[config.mk]
export PLATFORM = sky130hd
export DESIGN_NAME = rgb_to_cmyk_converter
export DESIGN_NICKNAME = d
export VERILOG_FILES = /design/src/hdl/rgb2cmyk_pkg.sv /design/src/hdl/rgb2cmyk_prep.sv /design/src/hdl/rgb2cmyk_divstep.sv /design/src/hdl/rgb_to_cmyk_converter.sv
export SDC_FILE = /design/constraint.sdc
export NUM_CORES = 2
export LEC_CHECK = 0
export ABC_AREA = 0
export BUFFER_PORTS_ARGS = -buffer_cell sky130_fd_sc_hd__clkbuf_2
export CELL_PAD_IN_SITES_DETAIL_PLACEMENT = 0
export CELL_PAD_IN_SITES_GLOBAL_PLACEMENT = 1
export CORE_MARGIN = 3
export CORE_UTILIZATION = 40
export CTS_BUF_LIST = sky130_fd_sc_hd__clkbuf_8
export CTS_CLUSTER_DIAMETER = 150
export DETAILED_ROUTE_END_ITERATION = 8
export PLACE_DENSITY = 0.64
export SETUP_SLACK_MARGIN = 0.02
export SYNTH_ARGS = -nofsm -noshare
export SYNTH_HDL_FRONTEND = slang
export SYNTH_SLANG_ARGS = --single-unit
[constraint.sdc]
create_clock -name i_clk -period 22.1 [get_ports i_clk]
set_clock_uncertainty 0.2 [all_clocks]
set_input_delay 1.105 -clock i_clk [delete_from_list [all_inputs] [get_ports i_clk]]
set_output_delay 1.105 -clock i_clk [all_outputs]
set_load 0.05 [all_outputs]
[src/hdl/rgb2cmyk_pkg.sv]
package rgb2cmyk_pkg;

    localparam int CH_W      = 8;
    localparam int OUT_W     = 16;
    localparam int NUM_LANES = 4;
    // remainder of the long division stays below the divisor, 2 * 255
    localparam int REM_W     = 9;

    localparam int LANE_C = 0;
    localparam int LANE_M = 1;
    localparam int LANE_Y = 2;
    localparam int LANE_K = 3;

    localparam logic [CH_W-1:0]  CH_MAX    = 8'd255;
    // black divides by 255; doubled for round-to-nearest
    localparam logic [REM_W-1:0] BLACK_DIV = 9'd510;

    typedef logic [CH_W-1:0]  t_chan;
    typedef logic [REM_W-1:0] t_rem;

endpackage

[src/hdl/rgb2cmyk_prep.sv]
module rgb2cmyk_prep #(
    parameter int FRAC_BITS = 16
) (
    input  logic                                    i_clk,
    input  logic                                    i_rst_n,
    input  logic                                    i_en,
    input  logic                                    i_valid,
    input  rgb2cmyk_pkg::t_chan                     i_red,
    input  rgb2cmyk_pkg::t_chan                     i_green,
    input  rgb2cmyk_pkg::t_chan                     i_blue,
    output logic                                    o_valid,
    output rgb2cmyk_pkg::t_chan                     o_max,
    output rgb2cmyk_pkg::t_rem [3:0]                o_rem,
    output logic [3:0][FRAC_BITS-1:0]               o_sh
);
    import rgb2cmyk_pkg::*;

    // 2*d*FULL + den stays below 510 * 2^FRAC_BITS
    localparam int NUM_W = FRAC_BITS + REM_W;

    t_chan                      mx;
    t_chan                      mxe;
    t_chan [2:0]                ch;
    t_chan                      d;
    t_chan                      addt;
    logic [NUM_W-1:0]           num;
    t_rem  [NUM_LANES-1:0]      n_rem;
    logic [NUM_LANES-1:0][FRAC_BITS-1:0] n_sh;

    logic                       r_valid;
    t_chan                      r_max;
    t_rem  [NUM_LANES-1:0]      r_rem;
    logic [NUM_LANES-1:0][FRAC_BITS-1:0] r_sh;

    // numerator of round(d * FULL / den) is 2*d*FULL + den, over divisor 2*den;
    // FULL = 2^FRAC_BITS - 1, so the product is a shift and a subtract
    always_comb begin
        ch[LANE_C] = i_red;
        ch[LANE_M] = i_green;
        ch[LANE_Y] = i_blue;
        mx = i_red;
        if (i_green > mx) begin
            mx = i_green;
        end
        if (i_blue > mx) begin
            mx = i_blue;
        end
        // all-zero pixel: divide 1 by 2, inks come out zero
        mxe = (mx == '0) ? t_chan'(1) : mx;
        for (int l = 0; l < NUM_LANES; l++) begin
            if (l == LANE_K) begin
                d    = CH_MAX - mx;
                addt = CH_MAX;
            end else begin
                d    = mx - ch[l];
                addt = mxe;
            end
            num = (NUM_W'(d) << (FRAC_BITS + 1)) - (NUM_W'(d) << 1) + NUM_W'(addt);
            n_rem[l] = num[FRAC_BITS+REM_W-1:FRAC_BITS];
            n_sh[l]  = num[FRAC_BITS-1:0];
        end
    end

    always_ff @(posedge i_clk) begin
        if (!i_rst_n) begin
            r_valid <= 1'b0;
        end else if (i_en) begin
            r_valid <= i_valid;
        end
    end

    always_ff @(posedge i_clk) begin
        if (i_en) begin
            r_max <= mxe;
            r_rem <= n_rem;
            r_sh  <= n_sh;
        end
    end

    assign o_valid = r_valid;
    assign o_max   = r_max;
    assign o_rem   = r_rem;
    assign o_sh    = r_sh;

endmodule

[src/hdl/rgb2cmyk_divstep.sv]
module rgb2cmyk_divstep #(
    parameter int FRAC_BITS = 16
) (
    input  logic                                    i_clk,
    input  logic                                    i_rst_n,
    input  logic                                    i_en,
    input  logic                                    i_valid,
    input  rgb2cmyk_pkg::t_chan                     i_max,
    input  rgb2cmyk_pkg::t_rem [3:0]                i_rem,
    input  logic [3:0][FRAC_BITS-1:0]               i_sh,
    output logic                                    o_valid,
    output rgb2cmyk_pkg::t_chan                     o_max,
    output rgb2cmyk_pkg::t_rem [3:0]                o_rem,
    output logic [3:0][FRAC_BITS-1:0]               o_sh
);
    import rgb2cmyk_pkg::*;

    t_rem                       den;
    logic [REM_W:0]             trial;
    logic                       qbit;
    t_rem  [NUM_LANES-1:0]      n_rem;
    logic [NUM_LANES-1:0][FRAC_BITS-1:0] n_sh;

    logic                       r_valid;
    t_chan                      r_max;
    t_rem  [NUM_LANES-1:0]      r_rem;
    logic [NUM_LANES-1:0][FRAC_BITS-1:0] r_sh;

    // one restoring step per lane: numerator bits leave the top of the shift
    // word, quotient bits enter at the bottom
    always_comb begin
        for (int l = 0; l < NUM_LANES; l++) begin
            den   = (l == LANE_K) ? BLACK_DIV : {i_max, 1'b0};
            trial = {i_rem[l], i_sh[l][FRAC_BITS-1]};
            qbit  = (trial >= {1'b0, den});
            if (qbit) begin
                n_rem[l] = REM_W'(trial - {1'b0, den});
            end else begin
                n_rem[l] = trial[REM_W-1:0];
            end
            n_sh[l] = {i_sh[l][FRAC_BITS-2:0], qbit};
        end
    end

    always_ff @(posedge i_clk) begin
        if (!i_rst_n) begin
            r_valid <= 1'b0;
        end else if (i_en) begin
            r_valid <= i_valid;
        end
    end

    always_ff @(posedge i_clk) begin
        if (i_en) begin
            r_max <= i_max;
            r_rem <= n_rem;
            r_sh  <= n_sh;
        end
    end

    assign o_valid = r_valid;
    assign o_max   = r_max;
    assign o_rem   = r_rem;
    assign o_sh    = r_sh;

endmodule

[src/hdl/rgb_to_cmyk_converter.sv]
// RGB to CMYK pixel converter.
// Input stream s_axis: one 8-bit RGB pixel per item. Output stream m_axis:
// one CMYK item per pixel, each field an unsigned fraction with full scale
// 2^FRAC_BITS - 1, low 16 bits delivered. black = (255 - max) / 255 and
// each ink = (max - channel) / max, rounded to nearest, ties up; a black
// pixel gives full black and zero inks.
// Pipeline: one stage finds the max channel and forms the numerators, then
// FRAC_BITS restoring-division stages produce one quotient bit each for all
// four fields in parallel. Throughput is one pixel per clock while
// m_axis_tready stays high; pixels are independent.
// Stalls: each stage advances when it is empty or the stage after it moves,
// so bubbles are squeezed out and s_axis_tready stays high until every stage
// holds an item. While m_axis_tready is low the last stage holds its item.
// Reset (i_rst_n low, synchronous) empties the pipeline; data registers are
// not cleared.
module rgb_to_cmyk_converter #(
    parameter int FRAC_BITS = 16
) (
    input  logic        i_clk,
    input  logic        i_rst_n,
    input  logic        s_axis_tvalid,
    output logic        s_axis_tready,
    input  logic [23:0] s_axis_tdata,   // red[7:0], green[15:8], blue[23:16]
    output logic        m_axis_tvalid,
    input  logic        m_axis_tready,
    output logic [63:0] m_axis_tdata    // cyan, magenta, yellow, black; 16 bits each
);
    import rgb2cmyk_pkg::*;

    localparam int NUM_STG = FRAC_BITS + 1;

    logic  [NUM_STG-1:0]                            stg_valid;
    logic  [NUM_STG-1:0]                            stg_adv;
    t_chan [NUM_STG-1:0]                            stg_max;
    t_rem  [NUM_STG-1:0][NUM_LANES-1:0]             stg_rem;
    logic  [NUM_STG-1:0][NUM_LANES-1:0][FRAC_BITS-1:0] stg_sh;
    logic  [NUM_LANES-1:0][OUT_W-1:0]               res;

    // a stage may load when it is empty or its content moves on
    always_comb begin
        stg_adv[NUM_STG-1] = !stg_valid[NUM_STG-1] || m_axis_tready;
        for (int k = NUM_STG - 2; k >= 0; k--) begin
            stg_adv[k] = !stg_valid[k] || stg_adv[k+1];
        end
    end

    assign s_axis_tready = stg_adv[0];

    rgb2cmyk_prep #(
        .FRAC_BITS (FRAC_BITS)
    ) u_prep (
        .i_clk   (i_clk),
        .i_rst_n (i_rst_n),
        .i_en    (stg_adv[0]),
        .i_valid (s_axis_tvalid),
        .i_red   (s_axis_tdata[7:0]),
        .i_green (s_axis_tdata[15:8]),
        .i_blue  (s_axis_tdata[23:16]),
        .o_valid (stg_valid[0]),
        .o_max   (stg_max[0]),
        .o_rem   (stg_rem[0]),
        .o_sh    (stg_sh[0])
    );

    for (genvar k = 1; k < NUM_STG; k++) begin : g_div
        rgb2cmyk_divstep #(
            .FRAC_BITS (FRAC_BITS)
        ) u_step (
            .i_clk   (i_clk),
            .i_rst_n (i_rst_n),
            .i_en    (stg_adv[k]),
            .i_valid (stg_valid[k-1]),
            .i_max   (stg_max[k-1]),
            .i_rem   (stg_rem[k-1]),
            .i_sh    (stg_sh[k-1]),
            .o_valid (stg_valid[k]),
            .o_max   (stg_max[k]),
            .o_rem   (stg_rem[k]),
            .o_sh    (stg_sh[k])
        );
    end

    for (genvar l = 0; l < NUM_LANES; l++) begin : g_res
        if (FRAC_BITS >= OUT_W) begin : g_trunc
            assign res[l] = stg_sh[NUM_STG-1][l][OUT_W-1:0];
        end else begin : g_ext
            assign res[l] = OUT_W'(stg_sh[NUM_STG-1][l]);
        end
    end

    assign m_axis_tvalid = stg_valid[NUM_STG-1];
    assign m_axis_tdata  = {res[LANE_K], res[LANE_Y], res[LANE_M], res[LANE_C]};

endmodule
Word level (Yosys, flattened, before mapping)
Index checks and enable logic that the tools add are counted.

word-level totals
  bits in registers = 1809
  input port bits = 28
  word-level logic and storage cells = 401

operators by class
  add/sub/neg operators = 72
  $lt $le $gt $ge = 66
  mux-type cells = 63
  reductions and logical operators = 35

operators with widths
  operator                 count
  $mux W9                  60
  $ge A10 B9 Y1            48
  $sub A9 B9 Y9            45
  $ge A10 B9 Y1 const B    16
  $sub A9 B9 Y9 const B    15
  $sub A25 B9 Y25          4
  $add A25 B8 Y25          3
  $add A25 B8 Y25 const B  1
  $mux W8                  3
  $sub A8 B8 Y8            3
  $logic_not A1 Y1         17
  $logic_or A1 B1 Y1       17
  $gt A8 B8 Y1             2
  $logic_not A8 Y1         1
  $sub A8 B8 Y8 const A    1

Depth between registers and ports, before layout
  depth in word-level cells = 18
  depth in mapped cells = 32
  mapped depth without buffers = 29

By module
Synthesis repeated with hierarchy kept, for this count alone.

unflattened totals
  cell total of the unflattened synthesis = 5544
  area, all modules = 86840.8 um^2

modules (own cells, without submodules)
  module                                    times used  cells each  area each (um^2)  seq. area each (um^2)
  rgb2cmyk_divstep at g_div[10].u_step ...  15          309         5024.8            3263.1
  rgb2cmyk_prep                             1           571         6281.0            2902.8
  rgb2cmyk_divstep at g_div[13].u_step      1           309         5011.1            3263.1
  rgb_to_cmyk_converter                     1           29          176.4             0.0

Worst setup path before layout
Ideal clock, no wire load.

  kind = input to register
  start point = input port m_axis_tready
  end point = register g_div[6].u_step.r_max[1] (enable)
  library setup time = 464 ps
  arrival time = 8797 ps
  setup slack = 12638 ps
  stages = 9
  buffers on the path = 1
  cell sequence = nor2b_1 -> and2_1 -> inv_1 -> nor2_1 -> and3_1 -> clkbuf_1 -> inv_1 -> nor2_1 -> nand2_1

between the ends
  cells in the longest elaborated chain, start to end = 11

RTL lines
  what                              RTL line                     text
  from (decl)                       rgb_to_cmyk_converter.sv:25  input logic m_axis_tready,
  $logic_or A1 B1 Y1                rgb_to_cmyk_converter.sv:41  stg_adv[NUM_STG-1] = !stg_valid[NUM_STG-1] || m_axis_tready;
  $logic_or A1 B1 Y1                rgb_to_cmyk_converter.sv:43  stg_adv[k] = !stg_valid[k] || stg_adv[k+1];
  via g_div[15].u_step.i_en         rgb2cmyk_divstep.sv:6        input logic i_en,
  $logic_or A1 B1 Y1 (5 in series)  rgb_to_cmyk_converter.sv:43
  via g_div[10].u_step.i_en         rgb2cmyk_divstep.sv:6
  $logic_or A1 B1 Y1 (4 in series)  rgb_to_cmyk_converter.sv:43
  via g_div[6].u_step.i_en          rgb2cmyk_divstep.sv:6
  to (signal assigned)              rgb2cmyk_divstep.sv:55       r_max <= i_max;
  to (decl)                         rgb2cmyk_divstep.sv:25       t_chan r_max;

The timed path passes the listed nets, and every way through them passes these cells.
A chain may end at the register's enable or synchronous reset.

==> impl_metrics.json <==
{
  "via_count": 39300,
  "max_stage_delay_ps": 720,
  "drc": 0,
  "ant_nets": 0,
  "antenna_found_initial": 10,
  "synth_top_area_cell": "edfxtp_1",
  "drt-wirelength-per-cell_um": 18.2,
  "reg2reg_depth": 10,
  "final_layout_size_suffix_gt1_share_pct": 11.6,
  "peakVddDrop_v": 0.0000953,
  "hold_class": "reg -> reg",
  "dr.pass1.iters": 6,
  "syn_to_final_growth_pct": 11.9,
  "post_cts_buffers": 0,
  "period_needed_ps": 7860,
  "fp.dieW_um": 440,
  "ys.flop_type": "edfxtp_1",
  "synthArstFlopShare_pct": 0,
  "cts_hold_buffers": 0,
  "synth_area_leaders": "edfxtp_1 (68%), ha_1 (7.6%), xnor2_1 (3.3%), a21oi_1 (2.5%), a21o_1 (1.8%)",
  "path_clk_slew_ps": 60,
  "setup_violations": 0,
  "track_usage_pct": 15.4,
  "cts_buffers": 302,
  "clk_latency_ps": 1000,
  "yosysTopAreaCellShare_pct": 67.5,
  "rsz0062_at_grt": "no",
  "synth_common_cells": "edfxtp_1 (1692), ha_1 (458), a21oi_1 (377)",
  "first_global_vias": 40300,
  "rows": 158,
  "htreeDepth": 5,
  "drtIter0Drc": 2081,
  "maxCapViolations": 0,
  "synth_most_common_cell": "edfxtp_1",
  "critical_path_class": "in -> reg",
  "seq_area_frac_synth_pct": 68.0,
  "crit_required_ps": 22590,
  "die_h_um": 440,
  "fin_crit_sh_pct": 35.6,
  "p_per_area_mw_per_mm2": 171,
  "routed_wl_mm": 148,
  "leakagePower_nw": 32.9,
  "hold_start": "g_div[5].u_step.o_sh[18]$_DFFE_PP_",
  "root_buffer": "clkbuf_8",
  "power_mw": 14.4,
  "muxShareOfSynthArea_pct": 1.62,
  "crit_top_cell": "ha_1",
  "synthSimpleGateAreaFrac_pct": 7.54,
  "start_util_pct": 40.4,
  "drv_slew": 0,
  "grt_max_degree": 67,
  "synth_area_per_cell_um2": 14.9,
  "max_freq_mhz": 127,
  "slew_headroom_pct": 33.7,
  "synth_xor_area_share_pct": 4.42,
  "cts_resized": 0,
  "synthCells": 5057,
  "synth_compound_gate_area_share_pct": 7.69,
  "port_buffers": 93,
  "final_util_pct": 45.2,
  "yosys_register_bits": 1709,
  "core_area_mm2": 0.186,
  "worst_setup_path_end_kind": "flip-flop",
  "clock-sinks": 1709,
  "r2r-end": "u_prep.o_sh[16]$_SDFFCE_PP1P_",
  "synth_fa_ha_area_share_pct": 8.92,
  "pin_count": 94,
  "whs_endpoint": "g_div[6].u_step.o_sh[19]$_DFFE_PP_",
  "grt_pass1_wl_mm": 229,
  "cts_tree": "built",
  "yosysWarnings": 0,
  "synth_top_family_by_area": "adder cells",
  "whs_path_depth": 0,
  "r2r_start": "g_div[16].u_step.o_valid$_SDFFE_PN0P_",
  "grt_overflow_total": 0,
  "start_kind": "input port",
  "ys_types": 75,
  "dieArea_mm2": 0.193,
  "critPathArrivalTime_ps": 8350,
  "nets": 5951,
  "place_hpwl_mm": 107,
  "r2r_setup_slack_ps": 17320,
  "tightest_slew_ps": 995,
  "final_hold_viol_count": 0,
  "slowest_stage": "or2_1",
  "status": "complete, no violations",
  "synth_edf_count": 1692,
  "tns_ps": 0,
  "gp_congestion": 0.826,
  "n_fill_cell": 16600,
  "worstPathMaxFanout": 19,
  "clk_path_buf_depth": 4,
  "syn-num-nets": 5591,
  "via_per_inst": 4.86,
  "synth_area_mm2": 0.0752
}
## kinds of logic (layout without fill, tap and decap cells)
group / count (synthesis) / after routing
compound gates: 912 / 912
xor+xnor: 375 / 375
fa+ha+maj: 508 / 508
buf+inv: 360 / 919
flops: 1709 / 1709
mux: 109 / 109
other cells: 0 / 3
simple gates: 1084 / 1084
## critical path: cells and delay by family
family,cells,cell delay [ps]
fa+ha+maj,5,1650
simple gates,6,1430
mux,1,390
compound gates,10,3440
buf+inv,3,330
## through the flow
step,hold WS [ps],cell area (µm²),instances,setup WS [ps]
after CTS,67.1,84200,8096,14390
after floorplan,200,75200,5057,12640
after detailed placement,205,78800,7593,13310
after global routing,146,84200,8098,13770
final,146,84200,8099,14240
after global placement,200,78800,7593,13400
## placed cells by master, fill, tap and decap left out, drive strengths merged, types with 61 or more instances in the layout
cell,synthesis,final
a21o,180,180
a21oi,382,382
clkbuf,49,401
clkinv,0,100
edfxtp,1692,1692
ha,458,458
inv,304,377
mux2,105,105
nand2,89,89
nand2b,187,187
nand3,70,70
nand4,109,109
nor2,337,337
nor2b,188,188
o21ai,137,137
o31ai,61,61
xnor2,288,288
xor2,87,87
## report_power, final
part           switching (mW)  leakage [nW]  internal [mW]
sequential              0.790          17.4           5.70
combinational            2.91          12.4           2.38
clock                    1.21          3.03           1.44
## state kept, by name, summed over array words and instances, names as in the netlist
| register | count |
|---|---|
| u_prep.o_rem | 36 |
| g_div.u_step.o_valid | 16 |
| u_prep.o_sh | 53 |
| u_prep.o_max | 7 |
| u_prep.o_valid | 1 |
| g_div.u_step.o_rem | 534 |
| g_div.u_step.o_max | 106 |
| g_div.u_step.o_sh | 956 |
## worst max-delay path by stage
stage / from / end / slack [ps] / cells past startpoint
2_1_floorplan: m_axis_tready / g_div[6].u_step.o_max[1]$_DFFE_PP_ / 12640 / 9
5_1_grt: s_axis_tdata[1] / u_prep.o_sh[40]$_DFFE_PP_ / 13770 / 25
6_report: s_axis_tdata[1] / u_prep.o_sh[40]$_DFFE_PP_ / 14240 / 25
3_3_place_gp: s_axis_tdata[1] / u_prep.o_sh[40]$_DFFE_PP_ / 13400 / 25
4_1_cts: s_axis_tdata[1] / u_prep.o_sh[40]$_DFFE_PP_ / 14390 / 25
3_5_place_dp: s_axis_tdata[1] / u_prep.o_sh[40]$_DFFE_PP_ / 13310 / 25
## routing by layer
layer / track usage (%) / part of all wire, %
met5: 0 / 0
met2: 25.2 / 47
met4: 5.16 / 2.6
met3: 3.02 / 4.2
met1: 20.4 / 46
## cell type report
type | count | area, µm² | area share (%)
sequential | 1709 | 51100 | 60.7
multi-input combinational | 2988 | 22800 | 27.1
clock buffer | 308 | 4240 | 5.03
tap | 2480 | 3100 | 3.68
clock inverter | 195 | 1160 | 1.38
inverter | 304 | 1160 | 1.38
timing repair buffer | 112 | 608 | 0.722
antenna | 3 | 7.51 | 0.00891
(Power assumes the default switching activity.)
